## config.mk

```make
export PLATFORM = sky130hd
export DESIGN_NAME = sbus_frame_channel_decoder_flat
export DESIGN_NICKNAME = d
export VERILOG_FILES = /design/src/sfd_pkg.sv /design/src/sfd_if.sv /design/src/sfd_store.sv /design/src/sfd_capture.sv /design/src/sfd_unpack.sv /design/src/sbus_frame_channel_decoder.sv /design/src/flat_wrapper.sv
export SDC_FILE = /design/constraint.sdc
export NUM_CORES = 1
export LEC_CHECK = 0
export CAP_MARGIN = 20
export CORE_MARGIN = 2
export CORE_UTILIZATION = 50
export DETAILED_ROUTE_END_ITERATION = 6
export DONT_BUFFER_PORTS = 1
export GPL_ROUTABILITY_DRIVEN = 0
export PLACE_DENSITY = 0.67
export RECOVER_POWER = 25
export SYNTH_ARGS = -nofsm -noshare
export SYNTH_HDL_FRONTEND = slang
export SYNTH_SLANG_ARGS = --single-unit
```

## constraint.sdc

```tcl
create_clock -name clk -period 7.9 [get_ports clk]
set_input_delay 1.58 -clock clk [delete_from_list [all_inputs] [get_ports clk]]
set_output_delay 1.58 -clock clk [all_outputs]
set_load 0.05 [all_outputs]
```

## src/sfd_pkg.sv

```systemverilog
// Shared constants, types and register codes for the SBUS frame channel decoder.
`default_nettype none
package sfd_pkg;

  localparam int PAYLOAD_BYTES = 24;
  localparam int STORE_DEPTH   = 24;
  localparam int CHANNEL_BYTES = 22;
  localparam int NUM_CHANNELS  = 16;
  localparam int CH_BITS       = 11;
  localparam int ADDR_W        = $clog2(STORE_DEPTH);
  localparam int PTR_W         = $clog2(CHANNEL_BYTES + 1);
  localparam int IDX_W         = $clog2(NUM_CHANNELS);
  localparam int ACC_W         = CH_BITS - 1 + 8;
  localparam int NBITS_W       = $clog2(ACC_W + 1);
  localparam int CFG_W         = 11;

  localparam logic [7:0]         HEADER_RST   = 8'h0f;
  localparam logic [CH_BITS-1:0] DEADBAND_RST = 11'd15;
  localparam logic [CH_BITS-1:0] SW_HIGH_RST  = 11'd1600;
  localparam logic [CH_BITS-1:0] SW_LOW_RST   = 11'd400;
  localparam logic [CH_BITS:0]   CENTRE       = 12'd1024;

  localparam logic [CH_BITS-1:0] SW_POS_UP   = 11'd1;
  localparam logic [CH_BITS-1:0] SW_POS_MID  = 11'd2;
  localparam logic [CH_BITS-1:0] SW_POS_DOWN = 11'd3;

  typedef enum logic [1:0] {
    REG_HEADER   = 2'd0,
    REG_DEADBAND = 2'd1,
    REG_SW_HIGH  = 2'd2,
    REG_SW_LOW   = 2'd3
  } cfg_reg_t;

  typedef struct packed {
    logic [7:0]         header;
    logic [CH_BITS-1:0] deadband;
    logic [CH_BITS-1:0] sw_high;
    logic [CH_BITS-1:0] sw_low;
  } cfg_t;

  typedef struct packed {
    logic              en;
    logic [ADDR_W-1:0] addr;
    logic [7:0]        data;
  } store_wr_t;

  typedef struct packed {
    logic             busy;
    logic [PTR_W-1:0] rd_ptr;
  } unpack_stat_t;

endpackage
`default_nettype wire

```

## src/sfd_if.sv

```systemverilog
// Word channel interfaces: received bytes in, decoded channels out.
`default_nettype none
interface sfd_in_if;
  logic       valid;
  logic       ready;
  logic [7:0] rx_byte;
  modport source (output valid, output rx_byte, input ready);
  modport sink   (input valid, input rx_byte, output ready);
endinterface

interface sfd_out_if;
  logic               valid;
  logic               ready;
  logic [3:0]         channel_index;
  logic signed [10:0] channel_value;
  logic               last_of_frame;
  modport source (output valid, output channel_index, output channel_value,
                  output last_of_frame, input ready);
  modport sink   (input valid, input channel_index, input channel_value,
                  input last_of_frame, output ready);
endinterface
`default_nettype wire

```

## src/sfd_store.sv

```systemverilog
// Frame byte store: one write port, one registered read port.
`default_nettype none
module sfd_store
  import sfd_pkg::*;
(
  input  wire logic              clk,
  input  wire store_wr_t         wr,
  input  wire logic              rd_en,
  input  wire logic [ADDR_W-1:0] rd_addr,
  output logic [7:0]             rd_data
);

  logic [7:0] mem [STORE_DEPTH];
  logic [7:0] rd_data_r;

  always_ff @(posedge clk) begin
    if (wr.en) begin
      mem[wr.addr] <= wr.data;
    end
    if (rd_en) begin
      rd_data_r <= mem[rd_addr];
    end
  end

  assign rd_data = rd_data_r;

endmodule
`default_nettype wire

```

## src/sfd_capture.sv

```systemverilog
// Header hunt and byte collection into the frame store, with write interlock.
`default_nettype none
module sfd_capture
  import sfd_pkg::*;
(
  input  wire logic         clk,
  input  wire logic         rst_n,
  sfd_in_if.sink            in_ch,
  input  wire logic [7:0]   header,
  input  wire unpack_stat_t stat,
  output store_wr_t         wr,
  output logic              start
);

  localparam logic [ADDR_W-1:0] LAST_ADDR = ADDR_W'(PAYLOAD_BYTES - 1);

  logic              in_frame_r, in_frame_nxt;
  logic [ADDR_W-1:0] cnt_r, cnt_nxt;
  logic              accept;
  logic              is_last;

  assign is_last = (cnt_r == LAST_ADDR);

  // while unpacking, only overwrite entries already read and never close a frame
  assign in_ch.ready = !stat.busy || !in_frame_r ||
                       ((PTR_W'(cnt_r) < stat.rd_ptr) && !is_last);
  assign accept = in_ch.valid && in_ch.ready;

  always_comb begin
    in_frame_nxt = in_frame_r;
    cnt_nxt      = cnt_r;
    start        = 1'b0;
    wr.en        = 1'b0;
    wr.addr      = cnt_r;
    wr.data      = in_ch.rx_byte;
    if (accept) begin
      if (!in_frame_r) begin
        if (in_ch.rx_byte == header) begin
          in_frame_nxt = 1'b1;
          cnt_nxt      = '0;
        end
      end else begin
        wr.en = 1'b1;
        if (is_last) begin
          in_frame_nxt = 1'b0;
          cnt_nxt      = '0;
          start        = 1'b1;
        end else begin
          cnt_nxt = cnt_r + 1'b1;
        end
      end
    end
  end

  always_ff @(posedge clk) begin
    if (!rst_n) begin
      in_frame_r <= 1'b0;
      cnt_r      <= '0;
    end else begin
      in_frame_r <= in_frame_nxt;
      cnt_r      <= cnt_nxt;
    end
  end

endmodule
`default_nettype wire

```

## src/sfd_unpack.sv

```systemverilog
// Bit-stream unpacker: reads stored bytes, cuts 11-bit channels, decodes them.
`default_nettype none
module sfd_unpack
  import sfd_pkg::*;
(
  input  wire logic        clk,
  input  wire logic        rst_n,
  input  wire logic        start,
  input  wire cfg_t        cfg,
  input  wire logic [7:0]  rd_data,
  output logic             rd_en,
  output logic [ADDR_W-1:0] rd_addr,
  output unpack_stat_t     stat,
  sfd_out_if.source        out_ch
);

  logic               busy_r, busy_nxt;
  logic [PTR_W-1:0]   rd_ptr_r, rd_ptr_nxt;
  logic               pend_r, pend_nxt;
  logic [ACC_W-1:0]   acc_r, acc_nxt;
  logic [NBITS_W-1:0] nbits_r, nbits_nxt;
  logic [IDX_W-1:0]   ch_r, ch_nxt;
  logic               out_valid_r, out_valid_nxt;
  logic [IDX_W-1:0]   out_idx_r;
  logic [CH_BITS-1:0] out_val_r, dec_val;
  logic               out_last_r;
  logic               slot_free, issue, emit, have_ch;
  logic [CH_BITS-1:0] raw;
  logic [CH_BITS:0]   cen;
  logic [CH_BITS-1:0] mag;

  assign have_ch   = (nbits_r >= NBITS_W'(CH_BITS));
  assign slot_free = !out_valid_r || out_ch.ready;
  assign issue     = busy_r && !pend_r && !have_ch && (rd_ptr_r < PTR_W'(CHANNEL_BYTES));
  assign emit      = busy_r && !pend_r && have_ch && slot_free;

  assign rd_en   = issue;
  assign rd_addr = rd_ptr_r[ADDR_W-1:0];
  assign stat.busy   = busy_r;
  assign stat.rd_ptr = rd_ptr_r;

  // channel decode
  assign raw = acc_r[CH_BITS-1:0];
  assign cen = {1'b0, raw} - CENTRE;
  assign mag = cen[CH_BITS] ? CH_BITS'(-cen) : cen[CH_BITS-1:0];

  always_comb begin
    if (ch_r inside {[4'd4:4'd11]}) begin
      if (raw > cfg.sw_high) begin
        dec_val = SW_POS_UP;
      end else if (raw < cfg.sw_low) begin
        dec_val = SW_POS_DOWN;
      end else begin
        dec_val = SW_POS_MID;
      end
    end else if (ch_r < 4'd4 && mag < cfg.deadband) begin
      dec_val = '0;
    end else begin
      dec_val = cen[CH_BITS-1:0];
    end
  end

  always_comb begin
    busy_nxt      = busy_r;
    rd_ptr_nxt    = rd_ptr_r;
    pend_nxt      = issue;
    acc_nxt       = acc_r;
    nbits_nxt     = nbits_r;
    ch_nxt        = ch_r;
    out_valid_nxt = out_valid_r && !out_ch.ready;
    if (issue) begin
      rd_ptr_nxt = rd_ptr_r + 1'b1;
    end
    if (pend_r) begin
      acc_nxt   = acc_r | (ACC_W'(rd_data) << nbits_r);
      nbits_nxt = nbits_r + NBITS_W'(8);
    end
    if (emit) begin
      acc_nxt       = acc_r >> CH_BITS;
      nbits_nxt     = nbits_r - NBITS_W'(CH_BITS);
      ch_nxt        = ch_r + 1'b1;
      out_valid_nxt = 1'b1;
      if (ch_r == IDX_W'(NUM_CHANNELS - 1)) begin
        busy_nxt = 1'b0;
      end
    end
    if (start) begin
      busy_nxt   = 1'b1;
      rd_ptr_nxt = '0;
      pend_nxt   = 1'b0;
      acc_nxt    = '0;
      nbits_nxt  = '0;
      ch_nxt     = '0;
    end
  end

  always_ff @(posedge clk) begin
    if (!rst_n) begin
      busy_r      <= 1'b0;
      rd_ptr_r    <= '0;
      pend_r      <= 1'b0;
      nbits_r     <= '0;
      ch_r        <= '0;
      out_valid_r <= 1'b0;
    end else begin
      busy_r      <= busy_nxt;
      rd_ptr_r    <= rd_ptr_nxt;
      pend_r      <= pend_nxt;
      nbits_r     <= nbits_nxt;
      ch_r        <= ch_nxt;
      out_valid_r <= out_valid_nxt;
    end
  end

  always_ff @(posedge clk) begin
    acc_r <= acc_nxt;
    if (emit) begin
      out_idx_r  <= ch_r;
      out_val_r  <= dec_val;
      out_last_r <= (ch_r == IDX_W'(NUM_CHANNELS - 1));
    end
  end

  assign out_ch.valid         = out_valid_r;
  assign out_ch.channel_index = out_idx_r;
  assign out_ch.channel_value = $signed(out_val_r);
  assign out_ch.last_of_frame = out_last_r;

endmodule
`default_nettype wire

```

## src/sbus_frame_channel_decoder.sv

```systemverilog
// Top level: configuration registers, capture, frame store and unpacker.
//
//  channel  dir  word                                           handshake
//  in_ch    in   rx_byte[7:0]                                   valid/ready
//  out_ch   out  channel_index[3:0], channel_value[10:0] s,     valid/ready
//                last_of_frame
//  cfg      in   cfg_we, cfg_index[1:0], cfg_wdata[10:0]        write enable
//
// One received byte per cycle while in_ch.ready is high. The closing byte of a frame
// starts the unpacker, which reads the 22 channel bytes from the store one at a
// time, issuing each read only once the previous byte has arrived, and emits the
// 16 words, stalling while the output is held. While it runs, bytes of the next
// frame are taken as long as they land on entries already read; the closing byte
// waits until unpacking ends. Synchronous reset clears control and loads register
// defaults; the store is not cleared.
`default_nettype none
module sbus_frame_channel_decoder
  import sfd_pkg::*;
(
  input  wire logic             clk,
  input  wire logic             rst_n,
  sfd_in_if.sink                in_ch,
  sfd_out_if.source             out_ch,
  input  wire logic             cfg_we,
  input  wire logic [1:0]       cfg_index,
  input  wire logic [CFG_W-1:0] cfg_wdata
);

  cfg_t         cfg_r, cfg_nxt;
  store_wr_t    wr;
  logic         start;
  logic         rd_en;
  logic [ADDR_W-1:0] rd_addr;
  logic [7:0]   rd_data;
  unpack_stat_t stat;

  always_comb begin
    cfg_nxt = cfg_r;
    if (cfg_we) begin
      case (cfg_reg_t'(cfg_index))
        REG_HEADER:   cfg_nxt.header   = cfg_wdata[7:0];
        REG_DEADBAND: cfg_nxt.deadband = cfg_wdata;
        REG_SW_HIGH:  cfg_nxt.sw_high  = cfg_wdata;
        REG_SW_LOW:   cfg_nxt.sw_low   = cfg_wdata;
        default: begin
        end
      endcase
    end
  end

  always_ff @(posedge clk) begin
    if (!rst_n) begin
      cfg_r.header   <= HEADER_RST;
      cfg_r.deadband <= DEADBAND_RST;
      cfg_r.sw_high  <= SW_HIGH_RST;
      cfg_r.sw_low   <= SW_LOW_RST;
    end else begin
      cfg_r <= cfg_nxt;
    end
  end

  sfd_capture u_capture (
    .clk    (clk),
    .rst_n  (rst_n),
    .in_ch  (in_ch),
    .header (cfg_r.header),
    .stat   (stat),
    .wr     (wr),
    .start  (start)
  );

  sfd_store u_store (
    .clk     (clk),
    .wr      (wr),
    .rd_en   (rd_en),
    .rd_addr (rd_addr),
    .rd_data (rd_data)
  );

  sfd_unpack u_unpack (
    .clk     (clk),
    .rst_n   (rst_n),
    .start   (start),
    .cfg     (cfg_r),
    .rd_data (rd_data),
    .rd_en   (rd_en),
    .rd_addr (rd_addr),
    .stat    (stat),
    .out_ch  (out_ch)
  );

endmodule
`default_nettype wire

```

## src/flat_wrapper.sv

```systemverilog
// flat-port wrapper written by rule: the top's interface ports become plain ports
module sbus_frame_channel_decoder_flat import sfd_pkg::*;
  (clk, rst_n, cfg_we, cfg_index, cfg_wdata, in_ch_valid, in_ch_rx_byte, in_ch_ready, out_ch_valid, out_ch_channel_index, out_ch_channel_value, out_ch_last_of_frame, out_ch_ready);
  sfd_in_if in_ch_i ();
  sfd_out_if out_ch_i ();
  input  wire logic clk;
  input  wire logic rst_n;
  input  wire logic cfg_we;
  input  wire logic [1:0] cfg_index;
  input  wire logic [CFG_W-1:0] cfg_wdata;
  input wire logic [$bits(in_ch_i.valid)-1:0] in_ch_valid;
  input wire logic [$bits(in_ch_i.rx_byte)-1:0] in_ch_rx_byte;
  output wire logic [$bits(in_ch_i.ready)-1:0] in_ch_ready;
  output wire logic [$bits(out_ch_i.valid)-1:0] out_ch_valid;
  output wire logic [$bits(out_ch_i.channel_index)-1:0] out_ch_channel_index;
  output wire logic [$bits(out_ch_i.channel_value)-1:0] out_ch_channel_value;
  output wire logic [$bits(out_ch_i.last_of_frame)-1:0] out_ch_last_of_frame;
  input wire logic [$bits(out_ch_i.ready)-1:0] out_ch_ready;
  assign in_ch_i.valid = in_ch_valid;
  assign in_ch_i.rx_byte = in_ch_rx_byte;
  assign in_ch_ready = in_ch_i.ready;
  assign out_ch_valid = out_ch_i.valid;
  assign out_ch_channel_index = out_ch_i.channel_index;
  assign out_ch_channel_value = out_ch_i.channel_value;
  assign out_ch_last_of_frame = out_ch_i.last_of_frame;
  assign out_ch_i.ready = out_ch_ready;
  sbus_frame_channel_decoder u_core (.clk(clk), .rst_n(rst_n), .in_ch(in_ch_i), .out_ch(out_ch_i), .cfg_we(cfg_we), .cfg_index(cfg_index), .cfg_wdata(cfg_wdata));
endmodule
```

# After elaboration in Yosys (flattened, before gate mapping)
# Memory sizes are Yosys's and may differ from the RTL's. A register that Yosys moved wholly into a read port is not among the register bits.
# Index checks and enable logic that the tools add are counted.
[word_totals] regBits=98 ramBits=192 in_bits=26 output_inout_bits=18 elab_cells=102 mem_count=1
[classes] n_addsub=7 n_lt_le_gt_ge=9 n_eq_ne=6 shifts=1 mux=26 bitwise_logic=2 reduce_logical=33
[mem_list] name="u_core.u_store.mem" depth=24 width=8 rd=1 rd_clocked_by_memory_dff=1 write_ports=1 line="sfd_store.sv:13" source="logic [7:0] mem [STORE_DEPTH];"
[op_table] operator="two-way mux 11 bit" count=3
[op_table] operator="two-way mux 5 bit" count=5
[op_table] operator="less-than comparator 11 bit" count=2
[op_table] operator="bitwise OR 18 bit" count=1
[op_table] operator="left shift 8 x 5 -> 18 bit" count=1
[op_table] operator="two-way mux 1 bit" count=15
[op_table] operator="two-way mux 7 bit" count=2
[op_table] operator="AND reduction 2 bit" count=6
[op_table] operator="subtractor 11 x 11 -> 12 bit (second input constant)" count=1
[op_table] operator="> comparator 11 bit" count=1
[op_table] operator="negator 11 bit" count=1
[op_table] operator="adder 5 x 1 -> 5 bit (second input constant)" count=2
[op_table] operator="logical AND 1 bit" count=10
[op_table] operator="equality test 8 bit" count=1
[op_table] operator="nonzero test 2 bit" count=4
[op_table] operator="logical NOT 1 bit" count=7
[op_table] operator="adder 5 x 4 -> 5 bit (second input constant)" count=1
[op_table] operator="equality test 5 bit (second input constant)" count=1
[op_table] operator="greater-or-equal comparator 5 x 4 -> 1 bit (second input constant)" count=1
[op_table] operator="less-than comparator 5 bit" count=1
[op_table] operator="less-than comparator 5 bit (second input constant)" count=1
[op_table] operator="subtractor 5 x 4 -> 5 bit (second input constant)" count=1
[op_table] operator="adder 4 x 1 -> 4 bit (second input constant)" count=1
[op_table] operator="equality test 2 bit (second input constant)" count=2
[op_table] operator="10 further kinds" count=13

# Logic depth before layout (Yosys ltp)
# Gate-level depths: netlist (run 1).
[depth] ltp_word=8 ltp_mapped=13 ltp_nobuf=12

# Cells and area by module
# Synthesis (run 1) repeated with hierarchy kept, for this count alone.
[hier_totals] cells_unflattened=1007 hier_area_um2=13475.4
[modules_own_cells] mod="sfd_store" instances=1 cells_each=383 area_per_inst_um2=7800.0 seq_area_each_um2=6005.8
[modules_own_cells] mod="sfd_unpack" instances=1 cells_each=388 area_per_inst_um2=3449.6 seq_area_each_um2=1181.1
[modules_own_cells] mod="sbus_frame_channel_decoder" instances=1 cells_each=162 area_per_inst_um2=1625.3 seq_area_each_um2=820.8
[modules_own_cells] mod="sfd_capture" instances=1 cells_each=74 area_per_inst_um2=600.6 seq_area_each_um2=120.1

# Least setup slack after synthesis (run 1)
# OpenSTA, ideal clock, no wires.
[synth_timing] path_type="flip-flop to output port" from="register u_core.u_unpack.rd_ptr_r[1], in the netlist u_core.u_unpack.rd_addr[1]" to="output in_ch_ready" arrival_time_ns=2.313 required_ns=6.320 path_slack_ns=4.007 path_stages_with_launch=10 n_path_buf=4 cell_sequence="dfxtp_1 -> buf_2 -> buf_2 -> buf_2 -> buf_2 -> inv_1 -> ha_1 -> a2111oi_2 -> o21ai_0 -> nand3_1"
[synth_via] elab_chain_len=3
[synth_rtl] item="start: declaration" line="sfd_unpack.sv:18" source="logic [PTR_W-1:0] rd_ptr_r, rd_ptr_nxt;"
[synth_rtl] item="start signal: assignment" line="sfd_unpack.sv:107" source="rd_ptr_r <= rd_ptr_nxt;"
[synth_rtl] item="less-than comparator 5 bit" line="sfd_capture.sv:26" source="((PTR_W'(cnt_r) < stat.rd_ptr) && !is_last);"
[synth_rtl] item="logical AND 1 bit" line="sfd_capture.sv:26"
[synth_rtl] item="logical OR 1 bit" line="sfd_capture.sv:25" source="assign in_ch.ready = !stat.busy || !in_frame_r ||"
[synth_rtl] item="end: declaration" line="flat_wrapper.sv:13" source="output wire logic [$bits(in_ch_i.ready)-1:0] in_ch_ready;"
# No other way between the ends.

# Worst setup path in the final report (run 1)
[layout_timing] from="register u_core.u_unpack.rd_ptr_r[2], in the netlist u_core.u_unpack.rd_addr[2]" to="output in_ch_ready"
# The elaborated chain is that of the path after synthesis.

==> results.json, run 1 <==
{
  "status": "completed",
  "async_reset_ff_frac": 0,
  "finalCritPeriodShare": 0.584,
  "yosysWarnings": 0,
  "synth_seq_cells": 298,
  "drv_slew": 0,
  "pre_cts_ws_ns": 3.97,
  "grt_pass1_wl_um": 42900,
  "postRouteAntennaNets": 0,
  "ys_seq_area_frac": 0.618,
  "drtPass1Iterations": 5,
  "setup_viol_count_final": 0,
  "synth_top_area_frac": 0.493,
  "dieArea_um2": 27600,
  "clkLatencyLatePin_ns": 0.59,
  "dp_hpwl_um": 18000,
  "syn_area_um2": 13200,
  "worst_pin_slew_ns": 1.10,
  "max_stage_delay_ns": 0.77,
  "pin_count": 44,
  "path_class": "flip-flop to output pin",
  "initial_utilization": 0.508,
  "critPathMaxFanout": 19,
  "tritoncts_num_sinks": 298,
  "postCtsSetupBuffers": 0,
  "netlist-cell-type-count": 56,
  "setup_tns_ns": 0,
  "crit_required_ns": 6.32,
  "r2r_start": "u_core.u_unpack.rd_addr[2]$_SDFFE_PP0P_",
  "htreeDepth": 1,
  "root_buffer": "clkbuf_16",
  "grt_pass1_vias": 7506,
  "hold_path.class": "flip-flop to flip-flop",
  "fin_ws_ns": 3.29,
  "dr.first_iter.drc_count": 667,
  "vias": 7672,
  "vias_per_cell": 5.85,
  "p_leak_uw": 0.00477,
  "synth.area.top_cells": "edfxtp_1, dfxtp_1, mux4_2",
  "netSwitchingFraction": 0.195,
  "overflow": 0,
  "yosysTopAreaCell": "edfxtp_1",
  "cts_tree": "yes",
  "p_int_uw": 2520,
  "synth_ff_type": "edfxtp_1",
  "grt_max_degree": 54,
  "totalWireLength_um": 27100,
  "finalCriticalPeriod_ns": 4.61,
  "pwr-share-clk": 0.451,
  "cp-startpoint": "u_core.u_unpack.rd_addr[2]$_SDFFE_PP0P_",
  "netSwitchingPower_uw": 612,
  "fin_worst_skew_ns": 0.0426,
  "antenna_found_initial": 0,
  "arrival_ns": 3.03,
  "synth-edff-count": 216,
  "cts_buffers": 30,
  "synth.most_common_cell": "edfxtp_1",
  "grt_use_total": 0.198,
  "startpoint_type": "flip-flop",
  "num_antenna_cells": 0,
  "routedWlPerCell_um": 20.7,
  "netlist_instances": 966,
  "end_kind": "output pin",
  "crit_buf_inv": 1,
  "worst_r2r_endpoint": "u_core.u_store.mem[9][4]$_DFFE_PP_",
  "rsz0062_at_grt": "false",
  "cp_top_family": "flip-flops",
  "syn_nets": 1038,
  "synth_common_cells": "edfxtp_1, nand2_1, nor2_1, dfxtp_1, mux4_2",
  "die_h_um": 166,
  "vdd.ir_drop.worst_mv": 0.273,
  "rows": 59,
  "pwr-share-comb": 0.012,
  "drc": 0,
  "ff2ff_path_depth": 7,
  "cp.depth": 6,
  "num-nets-final": 1026,
  "powerDensity_nw_per_um2": 218,
  "fillers": 2055,
  "io_buffers": 0,
  "drive_gt1_frac": 0.131,
  "clk_pin_slew_ns": 0.06,
  "cp_common_cell": "o21ai_0",
  "r2r_slack_ns": 4.18,
  "hold_viol": 0,
  "p_seq_frac": 0.537,
  "core_region_area_um2": 25900,
  "cts_hold_buf": 0,
  "max_freq_mhz": 217,
  "cpMaxStageDelayCell": "dfxtp_1",
  "worstPathCellList": "inv_1 -> ha_1 -> o21a_1 -> o21ai_0 -> o21ai_0 -> nand3_1",
  "area_delta_synth_final_pct": 9.43,
  "fp.dieW_um": 166,
  "cap_viol_max_count": 0,
  "cp-endpoint": "in_ch_ready",
  "syn_avg_cell_area_um2": 13.6,
  "cts_resized": 0,
  "max-slew-margin-rel": 0.262,
  "cts_buffer_depth": 3
}
==> cell type report <==
cell class	count	area, um^2	area share
Sequential cell	298	8130	0.565
Multi-Input combinational cell	565	4600	0.319
Clock buffer	39	815	0.0566
Tap cell	335	419	0.0291
Inverter	56	210	0.0146
Clock inverter	16	179	0.0124
Timing Repair Buffer	3	42.5	0.00296
==> sequential cells by signal (all words and copies together) (netlist names) <==
name,count
u_core.cfg_r,41
u_core.u_capture.cnt_r,5
u_core.u_capture.in_frame_r,1
u_core.u_store.mem,192
u_core.u_store.rd_data,8
u_core.u_unpack.acc_r,18
u_core.u_unpack.busy_r,1
u_core.u_unpack.ch_r,4
u_core.u_unpack.nbits_r,5
u_core.u_unpack.out_ch.channel_index,4
u_core.u_unpack.out_ch.channel_value,11
u_core.u_unpack.out_ch.last_of_frame,1
u_core.u_unpack.out_ch.valid,1
u_core.u_unpack.pend_r,1
u_core.u_unpack.rd_addr,5
==> stage by stage <==
step | util | power, uW | hold WS (ns) | cell area (um^2) | cells
after floorplan | - | 1750 | 0.432 | 13200 | 966
after global placement | 0.516 | 1750 | 0.446 | 13400 | 1256
after detailed placement | 0.516 | 1750 | 0.457 | 13400 | 1256
after CTS | 0.554 | 3160 | 0.466 | 14400 | 1311
after global routing | 0.556 | 3230 | 0.474 | 14400 | 1312
final | 0.556 | 3130 | 0.462 | 14400 | 1312
==> routing by layer <==
| layer | GRT usage | up-vias | routed length, um |
|---|---|---|---|
| met1 | 0.287 | 3808 | 12500 |
| met5 | 0 | - | 0 |
| met2 | 0.312 | 220 | 12500 |
| li1 | - | 3596 | - |
| met3 | 0.0298 | 48 | 1360 |
| met4 | 0.0578 | 0 | 780 |
==> cells in the final DEF (no fill, tap or decap), drive strengths merged, types with 9 or more instances in the layout <==
master  instances
xnor2          14
clkinv         12
mux4           61
a21boi         25
a31oi          20
nand4          12
mux2i          13
nor3           12
dfxtp          82
nor2           84
clkbuf         39
ha             46
nand3          13
o21ai          13
nor2b           9
o211ai         12
inv            57
a21oi          27
edfxtp        216
nand2         102
==> worst min-delay path: cells and delay by family, from the launching register on <==
family	cells	cell delay (ns)
AND/OR/NAND/NOR	1	0.05
flip-flops	1	0.31
AO/OA/AOI/OAI	1	0.06
==> power by group through the flow <==
stage                     Clock (uW)  Combinational, uW  Sequential, uW
after floorplan                    0               32.4            1720
after CTS                       1430               37.1            1680
after global routing            1500               42.3            1680
after global placement             0               35.8            1720
final                           1410               36.9            1680
after detailed placement           0               36.9            1720
==> logic make-up after synthesis <==
group	Yosys count	share of synthesized area
AOI/OAI and AO/OA	143	0.0756
muxes	81	0.121
xor gates and xnor gates	22	0.0146
adders and majority gates	46	0.0438
buffers and inverters	103	0.0327
DFF	298	0.618
and+or+nand+nor	273	0.0948
==> worst min-delay path by stage <==
stage | from | end | slack (ns) | cells after the start
after floorplan | u_core.u_unpack.acc_r[15]$_SDFFE_PP0P_ | u_core.u_unpack.acc_r[15]$_SDFFE_PP0P_ | 0.43 | 2
after global placement | u_core.u_unpack.acc_r[15]$_SDFFE_PP0P_ | u_core.u_unpack.acc_r[15]$_SDFFE_PP0P_ | 0.45 | 2
after detailed placement | u_core.cfg_r[19]$_SDFFE_PN0P_ | u_core.cfg_r[19]$_SDFFE_PN0P_ | 0.46 | 2
after CTS | u_core.cfg_r[19]$_SDFFE_PN0P_ | u_core.cfg_r[19]$_SDFFE_PN0P_ | 0.47 | 2
after global routing | u_core.cfg_r[31]$_SDFFE_PN0P_ | u_core.cfg_r[31]$_SDFFE_PN0P_ | 0.47 | 2
final | u_core.cfg_r[31]$_SDFFE_PN0P_ | u_core.cfg_r[31]$_SDFFE_PN0P_ | 0.46 | 2
No activity file was read; power rests on OpenSTA's default activity.
==> inputs of run 2 (changes only) <==
PLACE_DENSITY = 0.7   (was 0.67)
clock period = 4 ns   (was 7.9 ns; I/O delays follow)
==> run 2 against run 1 <==
  * Hold slack lost 0.16 ns
  * Setup slack lost 2.5 ns
  * Via count grew 0.91%
  * Cell area grew 0.34%
  * Sequential share of layout area shrank 0.19 points
  * Routed wire length grew 1.7%
  * Power grew 99%
  * Sequential cell count is the same
  * Critical path type unchanged
  * First-iteration DRC count shrank 12%
  * Non-clock buffer count grew 7
==> results.json, run 2 (synthesized netlist as in run 1, its figures left out) <==
{
  "critPathMaxFanout": 15,
  "dpl-instance-area_um2": 13400,
  "grt_use_total": 0.201,
  "r2r_start": "u_core.u_unpack.acc_r[2]$_SDFFE_PP0N_",
  "dieArea_um2": 27600,
  "powerDensity_nw_per_um2": 431,
  "vdd.ir_drop.worst_mv": 0.363,
  "cap_viol_max_count": 0,
  "end_kind": "output pin",
  "power_uw": 6230,
  "netSwitchingFraction": 0.194,
  "grt_pass1_wl_um": 44000,
  "worst_pin_slew_ns": 0.950,
  "dp_hpwl_um": 18600,
  "pwr-share-comb": 0.012,
  "startpoint_type": "flip-flop",
  "dp_cells": 1264,
  "path_class": "flip-flop to output pin",
  "rsz0062_at_grt": "false",
  "finalCriticalPeriod_ns": 3.21,
  "vias": 7742,
  "pwr-share-clk": 0.455,
  "largest_register": "u_core.u_store.mem",
  "finalCritPeriodShare": 0.801,
  "p_int_uw": 5020,
  "setup_viol_count_final": 0,
  "die_h_um": 166,
  "cp-startpoint": "u_core.u_capture.cnt_r[2]$_SDFFE_PN0P_",
  "finalInstanceArea_um2": 14400,
  "drc": 0,
  "initial_utilization": 0.508,
  "pin_count": 44,
  "hold_path.class": "primary input to flip-flop",
  "drive_gt1_frac": 0.137,
  "hold_viol": 0,
  "num-nets-final": 1033,
  "cts_buffer_depth": 3,
  "hp-start": "rst_n",
  "grt_max_degree": 53,
  "area_delta_synth_final_pct": 9.80,
  "num_antenna_cells": 0,
  "fin_worst_skew_ns": 0.0511,
  "max-slew-margin-rel": 0.366,
  "instances_no_fill": 1319,
  "netSwitchingPower_uw": 1210,
  "fp.dieW_um": 166,
  "reg_top3": "u_core.u_store.mem: 192 flops, u_core.cfg_r: 41 flops, u_core.u_unpack.acc_r: 18 flops",
  "antenna_found_initial": 0,
  "postRouteAntennaNets": 0,
  "totalWireLength_um": 27600,
  "overflow": 0,
  "dr.first_iter.drc_count": 584,
  "fillers": 2060,
  "routedWlPerCell_um": 20.9,
  "layout_commonest_cell": "edfxtp_1",
  "rows": 59,
  "status": "completed",
  "cts_resized": 0,
  "cts_buffers": 30,
  "regArea_um2": 8130,
  "multi_input_area_um2": 4600,
  "grt_pass1_vias": 7639,
  "setup_tns_ns": 0,
  "drv_slew": 0,
  "largest_reg_flops": 192,
  "tritoncts_num_sinks": 298,
  "hold_slack_ns": 0.304,
  "arrival_ns": 2.41,
  "final_cell_mix": "edfxtp_1, nand2_1, nor2_1",
  "crit_required_ns": 3.20,
  "cts_hold_buf": 0,
  "clkLatencyLatePin_ns": 0.58,
  "p_seq_frac": 0.534,
  "postCtsSetupBuffers": 0,
  "cts_tree": "yes",
  "io_buffers": 0,
  "clk_pin_slew_ns": 0.06,
  "max_freq_mhz": 312,
  "p_leak_uw": 0.00481,
  "drtPass1Iterations": 7,
  "htreeDepth": 1,
  "root_buffer": "clkbuf_16",
  "core_region_area_um2": 25900,
  "vias_per_cell": 5.87
}
run 2: cell count changes in the layout (fill, tap and decap cells not counted), sizes merged:
| cell | delta |
|---|---|
| buf | +7 |
| bufinv | +1 |
| clkbuf | -2 |
| clkinv | +2 |
| inv | -1 |
run 2: critical path, stage by stage (launching register included):
cell and delay (ns):
dfxtp_1 0.60, ha_1 0.31, o21a_1 0.20, o21ai_0 0.13, o21ai_0 0.09, nand3_1 0.49
run 2: through the flow:
step	setup WS [ns]	utilization
floorplan	0.886	-
detailed placement	0.873	0.518
global route	0.534	0.557
global placement	0.959	0.518
finish	0.795	0.557
CTS	0.786	0.557
run 2: path summary, 6_finish.rpt:
check / to / slack [ns] / cells past startpoint
hold / removal: u_core.cfg_r[34]$_SDFFE_PN1P_ / 0.30 / 1
hold reg to reg: u_core.cfg_r[30]$_SDFFE_PN0P_ / 0.46 / 2
setup reg to reg: u_core.u_unpack.out_ch.channel_value[1]$_DFFE_PP_ / 0.83 / 11
setup / recovery: in_ch_ready / 0.79 / 5
run 2: power by group through the flow:
| stage | clock (uW) | combinational, uW | sequential [uW] |
|---|---|---|---|
| detailed placement | 0 | 72.7 | 3390 |
| CTS | 2880 | 73.4 | 3320 |
| global route | 3010 | 83.5 | 3320 |
| global placement | 0 | 71.4 | 3390 |
| floorplan | 0 | 64.1 | 3390 |
| finish | 2830 | 73.6 | 3320 |
run 2: layer usage:
layer / GRT usage / wire length (um)
met5: 0 / 0
met4: 0.0533 / 723
met3: 0.0346 / 1620
met2: 0.313 / 12600
met1: 0.296 / 12600
run 2: cell type report:
| type | count | share of cell area |
|---|---|---|
| clock inverter | 18 | 0.0147 |
| timing repair buffer | 10 | 0.00520 |
| tap | 335 | 0.0290 |
| inverter | 56 | 0.0146 |
| multi-input combinational | 565 | 0.318 |
| sequential | 298 | 0.563 |
| clock buffer | 37 | 0.0552 |
==> inputs of run 3 (changes only) <==
ABC_AREA = 1   (was default)
clock period = 2.59 ns   (was 4 ns; I/O delays follow)
==> run 3 against run 2 <==
  * Clock-buffer cell count is 12 higher
  * Setup slack worse by 0.76 ns
  * Synthesized area is 0.60% higher
  * Sequential power is 55% higher
  * Register-to-register slack worse by 0.79 ns
  * Clock skew is 0.035 ns lower
  * Final cell count is 28% higher
  * Combinational power is 150% higher
  * Clock power is 51% higher
  * Synthesized cell count is 36% higher
  * Non-clock buffer count is 17 higher
  * Sequential cell count stayed put
==> results.json, run 3 <==
{
  "async_reset_ff_frac": 0,
  "cts_buffers": 31,
  "end_kind": "flip-flop",
  "p_leak_uw": 0.00550,
  "clkLatencyLatePin_ns": 0.56,
  "finalCriticalPeriod_ns": 2.55,
  "worst_r2r_endpoint": "u_core.u_unpack.out_ch.channel_value[1]$_DFFE_PP_",
  "max_freq_mhz": 392,
  "fin_worst_skew_ns": 0.0157,
  "grt_pass1_wl_um": 49300,
  "r2r_start": "u_core.u_unpack.acc_r[0]$_SDFFE_PP0N_",
  "netlist-cell-type-count": 39,
  "status": "completed",
  "hold_path_end": "u_core.u_store.mem[1][7]$_DFFE_PP_",
  "cts_tree": "yes",
  "yosysWarnings": 0,
  "clk_pin_slew_ns": 0.06,
  "totalWireLength_um": 31100,
  "cts_buffer_depth": 3,
  "worst_pin_slew_ns": 0.665,
  "critPathMaxFanout": 5,
  "ff2ff_path_depth": 13,
  "largest_reg_flops": 192,
  "synth.most_common_cell": "edfxtp_1",
  "fp.dieW_um": 167,
  "synth_ff_type": "edfxtp_1",
  "finalCritPeriodShare": 0.985,
  "antenna_found_initial": 0,
  "initial_utilization": 0.508,
  "synth_seq_cells": 298,
  "drv_slew": 0,
  "largest_register": "u_core.u_store.mem",
  "hold_path.class": "primary input to flip-flop",
  "num-nets-final": 1394,
  "synth-edff-count": 216,
  "yosysTopAreaCell": "edfxtp_1",
  "rsz0062_at_grt": "true",
  "routedWlPerCell_um": 18.5,
  "rows": 59,
  "cap_viol_max_count": 0,
  "hp-start": "in_ch_rx_byte[7]",
  "fin_ws_ns": 0.0383,
  "r2r_slack_ns": 0.04,
  "cts_hold_buf": 0,
  "dieArea_um2": 27800,
  "vdd.ir_drop.worst_mv": 0.601,
  "area_delta_synth_final_pct": 11.6,
  "root_buffer": "clkbuf_16",
  "overflow": 0,
  "syn_nets": 1388,
  "grt_max_degree": 68,
  "startpoint_type": "flip-flop",
  "synth_top_area_frac": 0.490,
  "drive_gt1_frac": 0.115,
  "arrival_ns": 2.85,
  "path_class": "flip-flop to flip-flop",
  "num_antenna_cells": 0,
  "grt_pass1_vias": 9232,
  "die_h_um": 167,
  "netlist_instances": 1316,
  "setup_viol_count_final": 0,
  "synth.area.top_cells": "edfxtp_1, dfxtp_1, nand2_1",
  "max-slew-margin-rel": 0.556,
  "final_cell_mix": "edfxtp_1, nand2_1, nor2_1",
  "syn_area_um2": 13200,
  "instances_no_fill": 1682,
  "drtPass1Iterations": 5,
  "postRouteAntennaNets": 0,
  "core_region_area_um2": 26100,
  "htreeDepth": 1,
  "hold_viol": 0,
  "vias": 9585,
  "whs_path_depth": 0,
  "layout_commonest_cell": "edfxtp_1",
  "dp_hpwl_um": 20500,
  "synth_common_cells": "edfxtp_1, nand2_1, nor2_1, o21ai_0, a21oi_1",
  "grt_use_total": 0.222,
  "powerDensity_nw_per_um2": 651,
  "ys_seq_area_frac": 0.614,
  "dr.first_iter.drc_count": 873,
  "reg_top3": "u_core.u_store.mem: 192 flops, u_core.cfg_r: 41 flops, u_core.u_unpack.acc_r: 18 flops",
  "crit_required_ns": 2.89,
  "tritoncts_num_sinks": 298,
  "syn_avg_cell_area_um2": 10.1,
  "drc": 0,
  "vias_per_cell": 5.70,
  "pre_cts_ws_ns": -0.0118,
  "io_buffers": 0,
  "pin_count": 44,
  "dp_cells": 1619
}
run 3: logic make-up (layout without fill, tap and decap cells):
| logic type | Yosys count | in the layout | share of synthesized area |
|---|---|---|---|
| AO/OA/AOI/OAI | 299 | 299 | 0.124 |
| XOR/XNOR | 16 | 16 | 0.0106 |
| adder cells (fa/ha/maj) | 46 | 46 | 0.0435 |
| buffers and inverters | 155 | 185 | 0.0475 |
| flip-flops | 298 | 298 | 0.614 |
| multiplexers | 1 | 1 | 0.000756 |
| AND/OR/NAND/NOR | 501 | 502 | 0.159 |
run 3: metrics by stage:
stage | utilization | instance area (um^2) | setup TNS, ns | power (uW) | hold slack, ns
detailed placement | 0.524 | 13700 | -0.0118 | 5420 | 0.455
finish | 0.567 | 14800 | 0 | 9620 | 0.0484
global placement | 0.524 | 13700 | 0 | 5420 | 0.448
floorplan | - | 13300 | -5.23 | 5390 | 0.429
global route | 0.567 | 14800 | -1.00 | 9900 | 0.0256
CTS | 0.562 | 14700 | 0 | 9670 | 0.0324
run 3: what timing repair did:
action                                  in CTS  in global routing
hold endpoints to repair                     0                  0
endpoints found under the setup margin       1                 15
cloned                                       0                  1
resized for setup                            1                 27
setup buffers                                0                  4
pin swaps                                    0                  8
run 3: final cells by class:
type	count	area (um^2)
inverter	100	378
fill	2187	11300
clock buffer	49	938
timing repair buffer	27	215
tap	335	419
multi-input combinational	864	4630
clock inverter	9	53.8
sequential	298	8140
run 3: routing by layer:
metal / vias to the layer above / GRT usage / part of all wire
met2: 337 / 0.377 / 0.49
met1: 4571 / 0.295 / 0.42
li1: 4611 / - / -
met4: 0 / 0.0637 / 0.027
met3: 66 / 0.0356 / 0.064
met5: - / 0 / 0
run 3: report_power, final:
| part | leakage (uW) | switching [uW] | internal [uW] | total, uW |
|---|---|---|---|---|
| combinational | 0.00239 | 118 | 65.6 | 183 |
| sequential | 0.00263 | 11.2 | 5140 | 5150 |
| clock | 0.000478 | 1800 | 2480 | 4280 |
run 3: worst max-delay path by stage:
stage,from,end,slack [ns],cells after the start
floorplan,u_core.u_unpack.rd_addr[4]$_SDFFE_PP0P_,u_core.u_store.mem[10][0]$_DFFE_PP_,-0.03,11
global placement,u_core.u_unpack.acc_r[1]$_SDFFE_PP0N_,u_core.u_unpack.out_ch.channel_value[1]$_DFFE_PP_,0.05,13
detailed placement,u_core.u_unpack.acc_r[1]$_SDFFE_PP0N_,u_core.u_unpack.out_ch.channel_value[1]$_DFFE_PP_,-0.01,12
finish,u_core.u_unpack.acc_r[0]$_SDFFE_PP0N_,u_core.u_unpack.out_ch.channel_value[1]$_DFFE_PP_,0.04,13
CTS,u_core.u_unpack.acc_r[1]$_SDFFE_PP0N_,u_core.u_unpack.out_ch.channel_value[1]$_DFFE_PP_,0.05,13
global route,u_core.u_unpack.acc_r[0]$_SDFFE_PP0N_,u_core.u_unpack.out_ch.channel_value[1]$_DFFE_PP_,-0.11,12
run 3: worst max-delay path, cell delays in order, from the launching register on:
cell and delay [ns]:
dfxtp_2 0.34, inv_2 0.08, ha_4 0.15, nand3_4 0.09, nor3_4 0.22, nand3_2 0.12
nand2_2 0.08, xor2_1 0.17, ha_1 0.27, a21oi_2 0.14, o21a_1 0.11, nand4_1 0.24
nand2_4 0.20, o21ai_1 0.08
